--- src/design/dns_name_skip_macros.svh ---
// ----------------------------------------------------------------------------
// DNS name skip assertion macros
// Shared concurrent assertion helpers for the name skip block.
// ----------------------------------------------------------------------------
`ifndef DNS_NAME_SKIP_MACROS_SVH
`define DNS_NAME_SKIP_MACROS_SVH

// Checked on every rising clock edge while the block is out of reset.
`define DNSSKIP_ASSERT(lbl, prop, msg) \
  lbl: assert property (@(posedge clk_i) disable iff (!rst_ni) prop) else $error(msg);

// Checked on every rising clock edge, reset included.
`define DNSSKIP_ASSERT_RST(lbl, prop, msg) \
  lbl: assert property (@(posedge clk_i) prop) else $error(msg);

`endif

--- src/design/dnsskip_pkg.sv ---
// ----------------------------------------------------------------------------
// DNS name skip package
// Shared widths, status codes and the result type of the name skip block.
// ----------------------------------------------------------------------------
package dnsskip_pkg;

  localparam int unsigned LenW  = 16;
  localparam int unsigned StatW = 2;

  // Largest number of bytes one name may consume before an overrun.
  localparam logic [LenW-1:0] MaxBufferBytes = 16'd65535;

  localparam logic [StatW-1:0] StOk       = 2'd0;
  localparam logic [StatW-1:0] StBadLabel = 2'd1;
  localparam logic [StatW-1:0] StOverrun  = 2'd2;

  typedef struct packed {
    logic [StatW-1:0] status;
    logic [LenW-1:0]  name_length;
  } result_t;

  typedef struct packed {
    logic       valid;
    logic [7:0] byte_value;
    logic       end_of_buffer;
  } in_item_t;

endpackage

--- src/design/dnsskip_in_stage.sv ---
// ----------------------------------------------------------------------------
// DNS name skip input stage
// Registers one incoming byte transfer; refills in the cycle it is consumed.
// ----------------------------------------------------------------------------
module dnsskip_in_stage import dnsskip_pkg::*; (
  input  logic       clk_i,
  input  logic       rst_ni,
  input  logic       s_axis_tvalid,
  output logic       s_axis_tready,
  input  logic [7:0] s_axis_tdata,
  input  logic       s_axis_tlast,
  input  logic       take_i,
  output in_item_t   item_o
);

  logic       valid_q;
  logic       valid_d;
  logic [7:0] byte_q;
  logic       last_q;
  logic       load;

  assign s_axis_tready = !valid_q || take_i;
  assign load          = s_axis_tvalid && s_axis_tready;

  always_comb begin
    valid_d = valid_q;
    if (load) begin
      valid_d = 1'b1;
    end else if (take_i) begin
      valid_d = 1'b0;
    end
  end

  always_ff @(posedge clk_i or negedge rst_ni) begin
    if (!rst_ni) begin
      valid_q <= 1'b0;
    end else begin
      valid_q <= valid_d;
    end
  end

  always_ff @(posedge clk_i) begin
    if (load) begin
      byte_q <= s_axis_tdata;
      last_q <= s_axis_tlast;
    end
  end

  assign item_o = '{valid: valid_q, byte_value: byte_q, end_of_buffer: last_q};

endmodule

--- src/design/dnsskip_walk.sv ---
// ----------------------------------------------------------------------------
// DNS name skip label walker
// Holds the label parse state and decides the result for each byte.
// ----------------------------------------------------------------------------
module dnsskip_walk import dnsskip_pkg::*; (
  input  logic     clk_i,
  input  logic     rst_ni,
  input  in_item_t item_i,
  input  logic     out_free_i,
  output logic     take_o,
  output logic     emit_o,
  output result_t  result_o
);

  `include "dns_name_skip_macros.svh"

  localparam logic [2:0] PhLen  = 3'd0;
  localparam logic [2:0] PhSkip = 3'd1;
  localparam logic [2:0] PhPtr  = 3'd2;
  localparam logic [2:0] PhBits = 3'd3;

  logic [2:0]      phase_q, phase_d;
  logic [5:0]      skip_q, skip_d;
  logic [LenW-1:0] count_q, count_d;
  logic            given_q, given_d;

  logic [7:0]      b;
  logic [8:0]      bits;
  logic [9:0]      bits_round;
  logic            emit;
  result_t         res;

  assign take_o = item_i.valid && out_free_i;
  assign b      = item_i.byte_value;

  // A zero bit count stands for 256 bits.
  assign bits       = (b == 8'd0) ? 9'd256 : {1'b0, b};
  assign bits_round = {1'b0, bits} + 10'd7;

  always_comb begin
    phase_d = phase_q;
    skip_d  = skip_q;
    count_d = count_q;
    given_d = given_q;
    emit    = 1'b0;
    res     = '{status: StOk, name_length: '0};
    if (take_o) begin
      if (!given_q) begin
        if (count_q >= MaxBufferBytes) begin
          emit    = 1'b1;
          given_d = 1'b1;
          res     = '{status: StOverrun, name_length: '0};
        end else begin
          count_d = count_q + 16'd1;
          case (phase_q)
            PhSkip: begin
              skip_d = skip_q - 6'd1;
              if (skip_d == 6'd0) begin
                phase_d = PhLen;
              end
            end
            PhPtr: begin
              emit    = 1'b1;
              given_d = 1'b1;
              res     = '{status: StOk, name_length: count_d};
            end
            PhBits: begin
              skip_d  = bits_round[8:3];
              phase_d = PhSkip;
            end
            default: begin
              if (b == 8'd0) begin
                emit    = 1'b1;
                given_d = 1'b1;
                res     = '{status: StOk, name_length: count_d};
              end else if (b[7:6] == 2'b00) begin
                skip_d  = b[5:0];
                phase_d = PhSkip;
              end else if (b[7:6] == 2'b11) begin
                phase_d = PhPtr;
              end else if (b == 8'h41) begin
                phase_d = PhBits;
              end else begin
                emit    = 1'b1;
                given_d = 1'b1;
                res     = '{status: StBadLabel, name_length: '0};
              end
            end
          endcase
          // The buffer ran out before the name was closed.
          if (item_i.end_of_buffer && !given_d) begin
            emit    = 1'b1;
            given_d = 1'b1;
            if (phase_d == PhSkip || phase_d == PhPtr || phase_d == PhBits) begin
              res = '{status: StOverrun, name_length: '0};
            end else begin
              res = '{status: StOk, name_length: count_d};
            end
          end
        end
      end
      if (item_i.end_of_buffer) begin
        phase_d = PhLen;
        skip_d  = 6'd0;
        count_d = '0;
        given_d = 1'b0;
      end
    end
  end

  always_ff @(posedge clk_i or negedge rst_ni) begin
    if (!rst_ni) begin
      phase_q <= PhLen;
      skip_q  <= 6'd0;
      count_q <= '0;
      given_q <= 1'b0;
    end else begin
      phase_q <= phase_d;
      skip_q  <= skip_d;
      count_q <= count_d;
      given_q <= given_d;
    end
  end

  assign emit_o   = emit;
  assign result_o = res;

  `DNSSKIP_ASSERT_RST(a_reset_state, !rst_ni |-> (phase_q == PhLen && !given_q), "state not cleared in reset")
  `DNSSKIP_ASSERT(a_one_result, (take_o && given_q) |-> !emit, "second result for one buffer")
  `DNSSKIP_ASSERT(a_skip_nonzero, (phase_q == PhSkip) |-> (skip_q != 6'd0), "skip phase with empty count")
  `DNSSKIP_ASSERT(a_buffer_restart, (take_o && item_i.end_of_buffer) |=> (phase_q == PhLen && count_q == '0 && !given_q), "state not restarted after buffer end")
  `DNSSKIP_ASSERT(a_error_zero_len, (emit && res.status != StOk) |-> (res.name_length == '0), "error result with nonzero length")

endmodule

--- src/design/dnsskip_out_stage.sv ---
// ----------------------------------------------------------------------------
// DNS name skip output stage
// Result register toward the downstream stream.
// ----------------------------------------------------------------------------
module dnsskip_out_stage import dnsskip_pkg::*; (
  input  logic        clk_i,
  input  logic        rst_ni,
  input  logic        emit_i,
  input  result_t     result_i,
  output logic        free_o,
  output logic        m_axis_tvalid,
  input  logic        m_axis_tready,
  output logic [23:0] m_axis_tdata
);

  logic    valid_q, valid_d;
  result_t res_q;

  assign free_o = !valid_q || m_axis_tready;

  always_comb begin
    valid_d = valid_q;
    if (emit_i) begin
      valid_d = 1'b1;
    end else if (m_axis_tready) begin
      valid_d = 1'b0;
    end
  end

  always_ff @(posedge clk_i or negedge rst_ni) begin
    if (!rst_ni) begin
      valid_q <= 1'b0;
    end else begin
      valid_q <= valid_d;
    end
  end

  always_ff @(posedge clk_i) begin
    if (emit_i) begin
      res_q <= result_i;
    end
  end

  assign m_axis_tvalid = valid_q;
  assign m_axis_tdata  = {6'd0, res_q.status, res_q.name_length};

endmodule

--- src/design/dns_name_skip.sv ---
// ----------------------------------------------------------------------------
// DNS name skip
// Finds the end of the encoded domain name at the start of each buffer.
// ----------------------------------------------------------------------------
// Channel  Direction  tdata                      tlast
// s_axis   in         [7:0] byte_value           end_of_buffer
// m_axis   out        [15:0] name_length,        unused
//                     [17:16] status
//
// One byte transfer per cycle: input register, label walker, result register.
// Each byte passes the input register and the walker; its result is held in the result register.
// Reset clears the parse state and both stage valids; no clearing pass.
// A stalled result holds the walker; bytes keep flowing while the result
// register is empty or being drained.
// ----------------------------------------------------------------------------
module dns_name_skip import dnsskip_pkg::*; (
  input  logic        clk_i,
  input  logic        rst_ni,
  input  logic        s_axis_tvalid,
  output logic        s_axis_tready,
  input  logic [7:0]  s_axis_tdata,   // [7:0] byte_value
  input  logic        s_axis_tlast,   // end_of_buffer
  output logic        m_axis_tvalid,
  input  logic        m_axis_tready,
  output logic [23:0] m_axis_tdata    // [15:0] name_length, [17:16] status, zero fill
);

  in_item_t item;
  logic     take;
  logic     emit;
  logic     out_free;
  result_t  result;

  dnsskip_in_stage u_in (
    .clk_i         (clk_i),
    .rst_ni        (rst_ni),
    .s_axis_tvalid (s_axis_tvalid),
    .s_axis_tready (s_axis_tready),
    .s_axis_tdata  (s_axis_tdata),
    .s_axis_tlast  (s_axis_tlast),
    .take_i        (take),
    .item_o        (item)
  );

  dnsskip_walk u_walk (
    .clk_i      (clk_i),
    .rst_ni     (rst_ni),
    .item_i     (item),
    .out_free_i (out_free),
    .take_o     (take),
    .emit_o     (emit),
    .result_o   (result)
  );

  dnsskip_out_stage u_out (
    .clk_i         (clk_i),
    .rst_ni        (rst_ni),
    .emit_i        (emit),
    .result_i      (result),
    .free_o        (out_free),
    .m_axis_tvalid (m_axis_tvalid),
    .m_axis_tready (m_axis_tready),
    .m_axis_tdata  (m_axis_tdata)
  );

endmodule

--- config.mk ---
export PLATFORM = sky130hd
export DESIGN_NAME = dns_name_skip
export DESIGN_NICKNAME = d
export VERILOG_FILES = /design/src/design/dnsskip_pkg.sv /design/src/design/dnsskip_in_stage.sv /design/src/design/dnsskip_walk.sv /design/src/design/dnsskip_out_stage.sv /design/src/design/dns_name_skip.sv
export VERILOG_INCLUDE_DIRS = /design/src /design/src/design
export SDC_FILE = /design/constraint.sdc
export NUM_CORES = 1
export LEC_CHECK = 0
export BUFFER_PORTS_ARGS = -buffer_cell sky130_fd_sc_hd__buf_2
export CAP_MARGIN = 20
export CORE_MARGIN = 5
export CORE_UTILIZATION = 40
export CTS_BUF_LIST = sky130_fd_sc_hd__clkbuf_4 sky130_fd_sc_hd__clkbuf_8 sky130_fd_sc_hd__clkbuf_16
export CTS_CLUSTER_DIAMETER = 40
export DETAILED_ROUTE_END_ITERATION = 10
export PLACE_DENSITY = 0.61
export SYNTH_ARGS = -nofsm -noshare
export SYNTH_HDL_FRONTEND = slang
export SYNTH_SLANG_ARGS = --single-unit
--- constraint.sdc ---
create_clock -name clk_i -period 2.37 [get_ports clk_i]
set_clock_uncertainty 0.15 [all_clocks]
set_input_delay 0.1185 -clock clk_i [delete_from_list [all_inputs] [get_ports clk_i]]
set_output_delay 0.1185 -clock clk_i [all_outputs]
set_load 0.005 [all_outputs]
==> metrics.txt, run 1 <==
Rows=31; Clock Latency Late Sink=0.32 ns; ys flop type=dfrtp_1; worst-path cell chain=or3_4 -> o31ai_1 -> a32oi_1 -> a31o_2 -> o221ai_4 -> buf_12 -> nor2_2; CTS buffer count=5; P_sw=between 1 and 1.5 mW; final worst path period share=a little over nine tenths; CP peak stage delay=roughly 0.44 ns; HP Class=input pin to flop; gpl congestion=around 0.86; sequential-to-total area share from yosys stat=approximately 51%; Routed WL=6.25 mm; Worst Setup SP=u_in.byte_q[4]; post-route cell area=0.00366 mm^2; Slowest-stage cell, CP=edfxtp_1; Die Y=roughly 96 um; status=finished, final reports clean; DRC viols=0; Post-Place Worst Slack=approximately 0.035 ns; Leak Pwr=roughly 1.5 nW; Vias=~2400; worst r2r src=u_in.byte_q[4]; sequential power share=approximately 45%; Avg Cell Area, Syn=between 10 and 15 um^2; Total Nets Final=around 380; post-synthesis simple-gate area fraction=a little under a fifth; die area=between 0.009 and 0.01 mm^2; Worst-Margin Slew=~0.66 ns; Placement Cell Area=about 0.0034 mm^2; post-route ant nets=0; Worst VDD drop=around 0.00041 V; combinational power share=between 30% and 40%; fillers=between 700 and 800; share of cells above drive strength 1=roughly 26%; most frequent cells after synthesis=28 x dfrtp_1, 28 x nor2_1, 27 x edfxtp_1, 25 x nand2_1, 20 x a21oi_1; Core ar.=0.00725 mm^2; power density cells=a little under 800 mW/mm^2; H-tree levels=2; largest area contributor in the netlist=edfxtp_1; Hold Vio Cnt, Final=0; largest family of logic cells by synthesized area=compound AO/OA/AOI/OAI gates; Tot GR Track Use=14.4%; first-pass GRT wire length=about 10 mm; hold slack=between 0.1 and 0.15 ns; synth unique cells=51; Mapped Cells=slightly below 300; DRT Pass-1 Iters=4; hold wc startpoint=m_axis_tready; Root Buffer=clkbuf_8; final setup fails=0; share of the synthesized area in the top cell type=27.2%; Compound-Gate Fraction of Synth Area=18.6%; min cycle time layout=approximately 2.3 ns; number of clock sinks=55; Yosys warning total=0; drt wl/cell=approximately 14 um; largest cells by area after synthesis=edfxtp_1 27%, dfrtp_1 23%, xnor2_1 4.4%, nor2_1 3.5%, a21oi_1 3.4%; ant diodes=0; vias in the first global route=~2300; Worst setup EP type=flop; port buffer count=32; Clk pwr share=18.6%; critical path type=flop to flop; Pwr Total=2.89 mW; Post-synth EDFFs=27; Slew Viols, Final=0; Slew HR=56.1%; multiplexer share of the synthesized area=0%; CTS tree=yes; grt ovf=0; Critical Path AT=2.23 ns; antenna violations before repair=0; post-route setup slack=roughly 0.055 ns; Max Root-Sink Buffers=2; max_cap viols=0; Initial Utilization=between 40% and 50%; Achievable Freq=roughly 430 MHz; Max FO, Critical Path=16; Top Family by Delay on Critical Path=compound AO/OA/AOI/OAI gates; Synth Area in Adders=under 10%; sw frac=between 30% and 40%; unrepaired setup endpoints after global routing=yes; Synth Register Bits=55; Via-to-Cell Ratio=a little over 5; internal power=~1.9 mW; Die X-Extent=between 90 and 100 um; synthesized cell area=between 0.002 and 0.003 mm^2; ys async rst share=approximately half; initial DRC count=between 80 and 90; DP HPWL=roughly 4.5 mm; Synth Area in XOR/XNOR=about 6.8%; largest net degree at the start of global routing=29; clk slew on worst S/H paths=around 0.1 ns; Worst Path Buf+Inv=1; I/O pins=39; area delta synth->final=22.8%; CP Launch Type=flop; Required @ worst endpoint=approximately 2.3 ns
-- flip-flops by register name (all words and copies together), names as in the netlist, 3 cells and up --
name                flops
u_in.byte_q             8
u_out.m_axis_tdata     18
u_walk.count_q         16
u_walk.phase_q          3
u_walk.skip_q           6
-- power groups by stage --
| stage | Sequential (mW) | Combinational (mW) | Clock, mW |
|---|---|---|---|
| 3_5_place_dp | 1.31 | 1.02 | 0 |
| 4_1_cts | 1.29 | 1.04 | 0.562 |
| 2_1_floorplan | 1.30 | 0.652 | 0 |
| 6_report | 1.29 | 1.06 | 0.539 |
| 5_1_grt | 1.31 | 1.18 | 0.599 |
| 3_3_place_gp | 1.31 | 1.02 | 0 |
-- what timing repair did --
| action | 4_1_cts | 5_1_grt |
|---|---|---|
| resized for setup | 0 | 6 |
| endpoints found under the hold margin | 38 | 0 |
| setup buffers | 0 | 2 |
| setup endpoints to repair | 0 | 19 |
| hold buffers | 12 | 0 |
-- cells by family after synthesis --
kind of cell	Yosys count
AND/OR/NAND/NOR	108
buffers and inverters	24
XOR/XNOR	23
flip-flops	55
adder cells (fa/ha/maj)	3
other	1
AO/OA/AOI/OAI	82
-- layout by cell type, fill, tap and decap left out, types with 5 or more instances in the layout --
cell           synthesis  layout
dlygate4sd3_1          0      12
and3_1                 6       6
nor2_1                28      27
and2_1                 5       5
nand2_1               25      25
buf_2                  3      32
clkbuf_8               0       5
o21ai_0               16      16
nand3_1               12      12
xor2_1                 8       8
nor2_2                10      11
a21oi_1               20      19
dfrtp_1               28      28
a31oi_1               13      12
xnor2_1               15      15
edfxtp_1              27      27
conb_1                 1       6
inv_1                  5       5
buf_4                  6      27
-- path summary, 6_finish.rpt --
check	to	slack, ns	cells past startpoint
setup / recovery	u_out.m_axis_tdata[14]	0.05	7
hold / removal	u_out.m_axis_tvalid	0.12	3
setup reg to reg	u_out.m_axis_tdata[14]	0.05	7
hold reg to reg	u_walk.count_q[8]	0.39	1
max in group asynchronous	u_walk.skip_q[1]	1.43	2
min in group asynchronous	u_out.m_axis_tvalid	0.21	2
-- routing by layer --
layer	up-vias	share of wire, %	global-route usage [%]
met1	1103	48	19.9
met2	54	45	22.9
li1	1190	-	-
met5	-	0	0
met4	0	2.1	4.91
met3	10	4.9	2.63
-- tightest hold or removal path: stages --
cell and delay, ns:
buf_2 0.07, nor2b_1 0.06, or2_2 0.29
-- stage by stage --
step           util, %  TNS [ns]  std cells
6_report          50.5         0        462
5_1_grt           50.5    -0.505        462
4_1_cts           49.8         0        460
3_5_place_dp      46.9         0        440
3_3_place_gp      46.9         0        440
2_1_floorplan        -         0        301
-- area by class of cell --
type	count	area [um^2]	share of cell area (%)
clock buffers	5	68.8	1.88
multi-input cells	222	1390	38.0
clock inverters	3	26.3	0.717
flip-flops and latches	55	1510	41.3
inverters	5	18.8	0.512
well taps	99	124	3.38
repair buffers	73	523	14.3
No activity file was read; power rests on OpenSTA's default activity.
==> inputs of run 2 (changes only) <==
Settings changed: PLACE_DENSITY 0.61 to 0.59.
Clock period 2.37 ns to 2.43 ns, I/O delays scaled along.
==> metrics.txt, run 2 (synthesis results as in run 1) <==
DRC viols=0 (unchanged); register area=0.00151 mm^2 (unchanged); fillers=672 (-4.1%); commonest non-fill, non-tap cell in the layout=buf_2; Max Root-Sink Buffers=2 (unchanged); status=finished, final reports clean; Max FO, Critical Path=16 (unchanged); Multi-input gate area=0.00136 mm^2 (-2.4%); Routed WL=6.27 mm (+0.40%); Rows=31 (unchanged); Via-to-Cell Ratio=5.11 (+0.26%); Core ar.=0.00725 mm^2 (unchanged); min cycle time layout=2.33 ns (+0.0172 ns); Largest register FFs=18 (unchanged); max_cap viols=0 (unchanged); Tot GR Track Use=14.5% (+0.037 points); DRT Pass-1 Iters=4 (unchanged); grt ovf=0 (unchanged); Slew Viols, Final=0 (unchanged); Worst-Margin Slew=0.681 ns (+0.0226 ns); Initial Utilization=41.1% (unchanged); Clk pwr share=18.6% (about the same); sw frac=35.2% (-0.20 points); Worst setup EP type=flop; internal power=1.82 mW (-2.2%); Total Nets Final=377 (-0.26%); first-pass GRT wire length=10.5 mm (+0.46%); Post-Place Worst Slack=0.0846 ns (+0.0501 ns); Root Buffer=clkbuf_8; final worst path period share=96.0% (-1.7 points); Leak Pwr=1.46 nW (-0.56%); DP HPWL=4.53 mm (+0.38%); Slew HR=54.6% (-1.5 points); H-tree levels=2 (unchanged); post-route setup slack=0.0978 ns (+0.0428 ns); Die Y=96.4 um (unchanged); HP Class=input pin to flop; post-route ant nets=0 (unchanged); clk slew on worst S/H paths=0.10 ns (about the same); Clock Latency Late Sink=0.31 ns (about the same); Hold Vio Cnt, Final=0 (unchanged); port buffer count=32 (unchanged); vias in the first global route=2211 (-2.9%); combinational power share=36.7% (about the same); Vias=2358 (+0.042%); Achievable Freq=429 MHz (-0.74%); Die X-Extent=96.4 um (unchanged); largest net degree at the start of global routing=29 (unchanged); Critical Path AT=2.25 ns (+0.02 ns); Required @ worst endpoint=2.35 ns (+0.06 ns); sequential power share=44.7% (about the same); antenna violations before repair=0 (unchanged); final setup fails=0 (unchanged); fin util=50.1% (-0.38 points); ant diodes=0 (unchanged); CTS tree=yes; drt wl/cell=13.6 um (+0.62%); power density cells=775 mW/mm^2 (-1.8%); CP Launch Type=flop; area delta synth->final=21.8%; Worst VDD drop=0.000357 V (-14%); critical path type=flop to flop; share of cells above drive strength 1=24.3% (-1.6 points); initial DRC count=141 (+62%); most frequent cells in the layout=32 x buf_2, 28 x nor2_1, 28 x dfrtp_1; P_sw=993 uW (-3.1%); I/O pins=39 (unchanged); die area=0.00929 mm^2 (unchanged); gpl congestion=0.803 (-6.4%); CTS buffer count=5 (unchanged); number of clock sinks=55 (unchanged)
## run 2: per-layer routing
metal | GRT usage [%] | vias to the layer above | wire length (um)
li1 | - | 1185 | -
met1 | 20.5 | 1109 | 3050
met2 | 23.3 | 62 | 2860
met3 | 1.78 | 2 | 323
met4 | 4.21 | 0 | 38
met5 | 0 | - | 0
## run 2: final cells by class
type,instances,area share (%)
tap,99,3.41
clock inverter,3,0.757
inverter,5,0.516
multi-input combinational,222,37.3
clock buffer,5,1.89
sequential,55,41.6
timing repair buffer,72,14.5
## run 2: path summary, 6_finish.rpt
| kind | startpoint | endpoint | slack, ns | cells after the start |
|---|---|---|---|---|
| max in group asynchronous | rst_ni | u_walk.count_q[9] | 1.45 | 2 |
| min reg2reg | u_walk.count_q[15] | u_walk.count_q[15] | 0.39 | 1 |
| max | u_in.byte_q[5] | u_out.m_axis_tdata[9] | 0.1 | 7 |
| min | m_axis_tready | u_out.m_axis_tvalid | 0.12 | 3 |
| max reg2reg | u_in.byte_q[5] | u_out.m_axis_tdata[9] | 0.1 | 7 |
| min in group asynchronous | rst_ni | u_walk.count_q[1] | 0.24 | 2 |
## run 2: repair_timing
item,in CTS,in global routing
hold buffers,12,0
resized for setup,0,1
hold endpoints to repair,38,0
endpoints found under the setup margin,0,20
buffers inserted,0,2
## run 2: per-stage QoR
stage                     std cells  cell area (um^2)  setup TNS [ns]  power (mW)  hold WS (ns)
after floorplan                 301              3000               0        1.91        -0.324
after global placement          439              3400               0        2.30        0.0545
after detailed placement        439              3400               0        2.29        0.0644
after CTS                       459              3620               0        2.85         0.115
after global routing            461              3640        -0.00376        3.03         0.145
final                           461              3640               0        2.82         0.120
## run 2: critical path: stages (launching register included)
cell and delay [ns]:
edfxtp_1 0.48, or3_4 0.39, o21ai_4 0.20, a31oi_1 0.15, o211a_1 0.27, o221ai_4 0.22
buf_12 0.18, nor2_2 0.05
## run 2: power groups by stage
stage | combinational [mW] | clock, mW | sequential, mW
floorplan | 0.636 | 0 | 1.27
global placement | 1.02 | 0 | 1.28
detailed placement | 1.01 | 0 | 1.28
CTS | 1.04 | 0.553 | 1.26
global route | 1.17 | 0.585 | 1.28
finish | 1.03 | 0.525 | 1.26
==> inputs of run 3 (changes only) <==
Settings changed: CTS_CLUSTER_SIZE set to 20, GPL_TIMING_DRIVEN set to 1, MAX_ROUTING_LAYER set to met4.
==> metrics.txt, run 3 (synthesis results as in run 1) <==
max_cap viols=0 (unchanged); grt ovf=0 (unchanged); hold slack=0.122 ns (+0.00200 ns); top layer in use=met4; gpl congestion=0.815 (+1.5%); Achievable Freq=429 MHz (about the same); Critical Path AT=2.25 ns (about the same); port buffer count=32 (unchanged); min cycle time layout=2.33 ns (+0.00109 ns); hold path depth=3 (unchanged); Rows=31 (unchanged); Initial Utilization=41.1% (unchanged); Clock Latency Late Sink=0.31 ns (about the same); fillers=672 (unchanged); commonest non-fill, non-tap cell in the layout=buf_2; final setup fails=0 (unchanged); Inst Count DP=439 (unchanged); post-route setup slack=0.0967 ns (-0.00109 ns); Slowest-stage cell, CP=edfxtp_1; initial DRC count=121 (-14%); Slew Viols, Final=0 (unchanged); Root Buffer=clkbuf_8; status=finished, final reports clean; Largest register FFs=18 (unchanged); Max Root-Sink Buffers=2 (unchanged); Multi-input gate area=0.00136 mm^2 (unchanged); Core ar.=0.00725 mm^2 (unchanged); Slew HR=54.3% (-0.31 points); Post-Place Worst Slack=0.0846 ns (unchanged); Worst Hold Path EP=u_out.m_axis_tvalid; M1 WL=3.16 mm (+3.6%); Hold Vio Cnt, Final=0 (unchanged); post-route ant nets=0 (unchanged); register area=0.00151 mm^2 (unchanged); final worst path period share=96.0% (about the same); area delta synth->final=21.8% (unchanged); metal2 WL=2.81 mm (-1.6%); CTS buffer count=5 (unchanged); worst-path cell chain=or3_4 -> o21ai_4 -> a31oi_1 -> o211a_1 -> o221ai_4 -> buf_12 -> nor2_2; flop2flop setup slack=0.1 ns (about the same); post-route cell area=0.00364 mm^2 (unchanged); Via-to-Cell Ratio=5.11 (-0.13%); antenna violations before repair=0 (unchanged); critical path type=flop to flop; Pwr Total=2.82 mW (about the same); CTS tree=yes; CP peak stage delay=0.44 ns (-0.04 ns); vias in the first global route=2210 (-0.045%); power density cells=776 mW/mm^2 (about the same); Final Non-Filler Cells=461 (unchanged); I/O pins=39 (unchanged); Routed WL=6.26 mm (-0.16%); share of cells above drive strength 1=24.3% (unchanged); hold wc startpoint=m_axis_tready; final setup TNS=0 ns (unchanged); drt wl/cell=13.6 um (-0.16%); first-pass GRT wire length=10.6 mm (+0.13%); H-tree levels=2 (unchanged); DRT Pass-1 Iters=4 (unchanged); fin util=50.1% (unchanged); HP Class=input pin to flop; Worst setup EP type=flop; largest net degree at the start of global routing=29 (unchanged); DRC viols=0 (unchanged); ant diodes=0 (unchanged); Worst-Margin Slew=0.686 ns (+0.00467 ns); r2r worst-path depth=7 (unchanged); Die X-Extent=96.4 um (unchanged); DP HPWL=4.53 mm (unchanged); Die Y=96.4 um (unchanged); Worst VDD drop=0.000355 V (-0.63%); worst r2r src=u_in.byte_q[4]; CP Launch Type=flop; Max FO, Critical Path=16 (unchanged); Leak Pwr=1.46 nW (unchanged); Required @ worst endpoint=2.35 ns (about the same); clk slew on worst S/H paths=0.10 ns (about the same); Total Nets Final=377 (unchanged); worst flop-to-flop path endpoint=u_out.m_axis_tdata[9]; routed wl met3=240 um (-26%); die area=0.00929 mm^2 (unchanged); most frequent cells in the layout=32 x buf_2, 28 x nor2_1, 28 x dfrtp_1; Placement Cell Area=0.00340 mm^2 (unchanged); Tot GR Track Use=14.9% (+0.46 points); number of clock sinks=55 (unchanged); Vias=2355 (-0.13%)
==> run 3: cell counts in the layout (fill, tap and decap cells not counted) <==
Identical to the previous run, type by type.
==> run 3: metal layers <==
layer / up-vias / GRT usage [%]
met5: - / -
met4: 0 / 3.86
met3: 5 / 2.09
met2: 56 / 23.3
met1: 1109 / 20.6
li1: 1185 / -
==> run 3: what timing repair did <==
item                                    CTS  global route
endpoints found under the setup margin    0            20
setup buffers                             0             2
hold buffers                             12             0
resized for setup                         0             1
endpoints found under the hold margin    38             0
==> run 3: area by class of cell <==
type,instances,area share (%)
inverter,5,0.516
clock buffer,5,1.89
clock inverter,3,0.757
multi-input combinational,222,37.3
tap,99,3.41
sequential,55,41.6
timing repair buffer,72,14.5
==> run 3: how the worst max path moves through the flow <==
stage | from | endpoint | slack (ns)
after floorplan | u_in.byte_q[4] | u_out.m_axis_tdata[10] | 0.10
after global placement | u_in.byte_q[3] | u_out.m_axis_tdata[6] | 0.14
after detailed placement | u_in.byte_q[3] | u_out.m_axis_tdata[3] | 0.08
after CTS | u_in.byte_q[3] | u_out.m_axis_tdata[5] | 0.07
after global routing | u_in.byte_q[4] | u_out.m_axis_tdata[4] | -0.003
final | u_in.byte_q[4] | u_out.m_axis_tdata[9] | 0.1
==> run 3: worst max-delay path: cells and delay by family, from the launching register on <==
kind            cells  cell delay (ns)
flops               1             0.44
simple gates        2             0.48
buf+inv             1             0.18
compound gates      4             0.84
==> run 3: report_power, final <==
group | total, mW | switching, mW | internal (mW) | leakage, nW
clock | 0.523 | 0.311 | 0.212 | 0.0463
sequential | 1.26 | 0.105 | 1.15 | 0.642
combinational | 1.04 | 0.579 | 0.458 | 0.771
total | 2.82 | 0.995 | 1.82 | 1.46
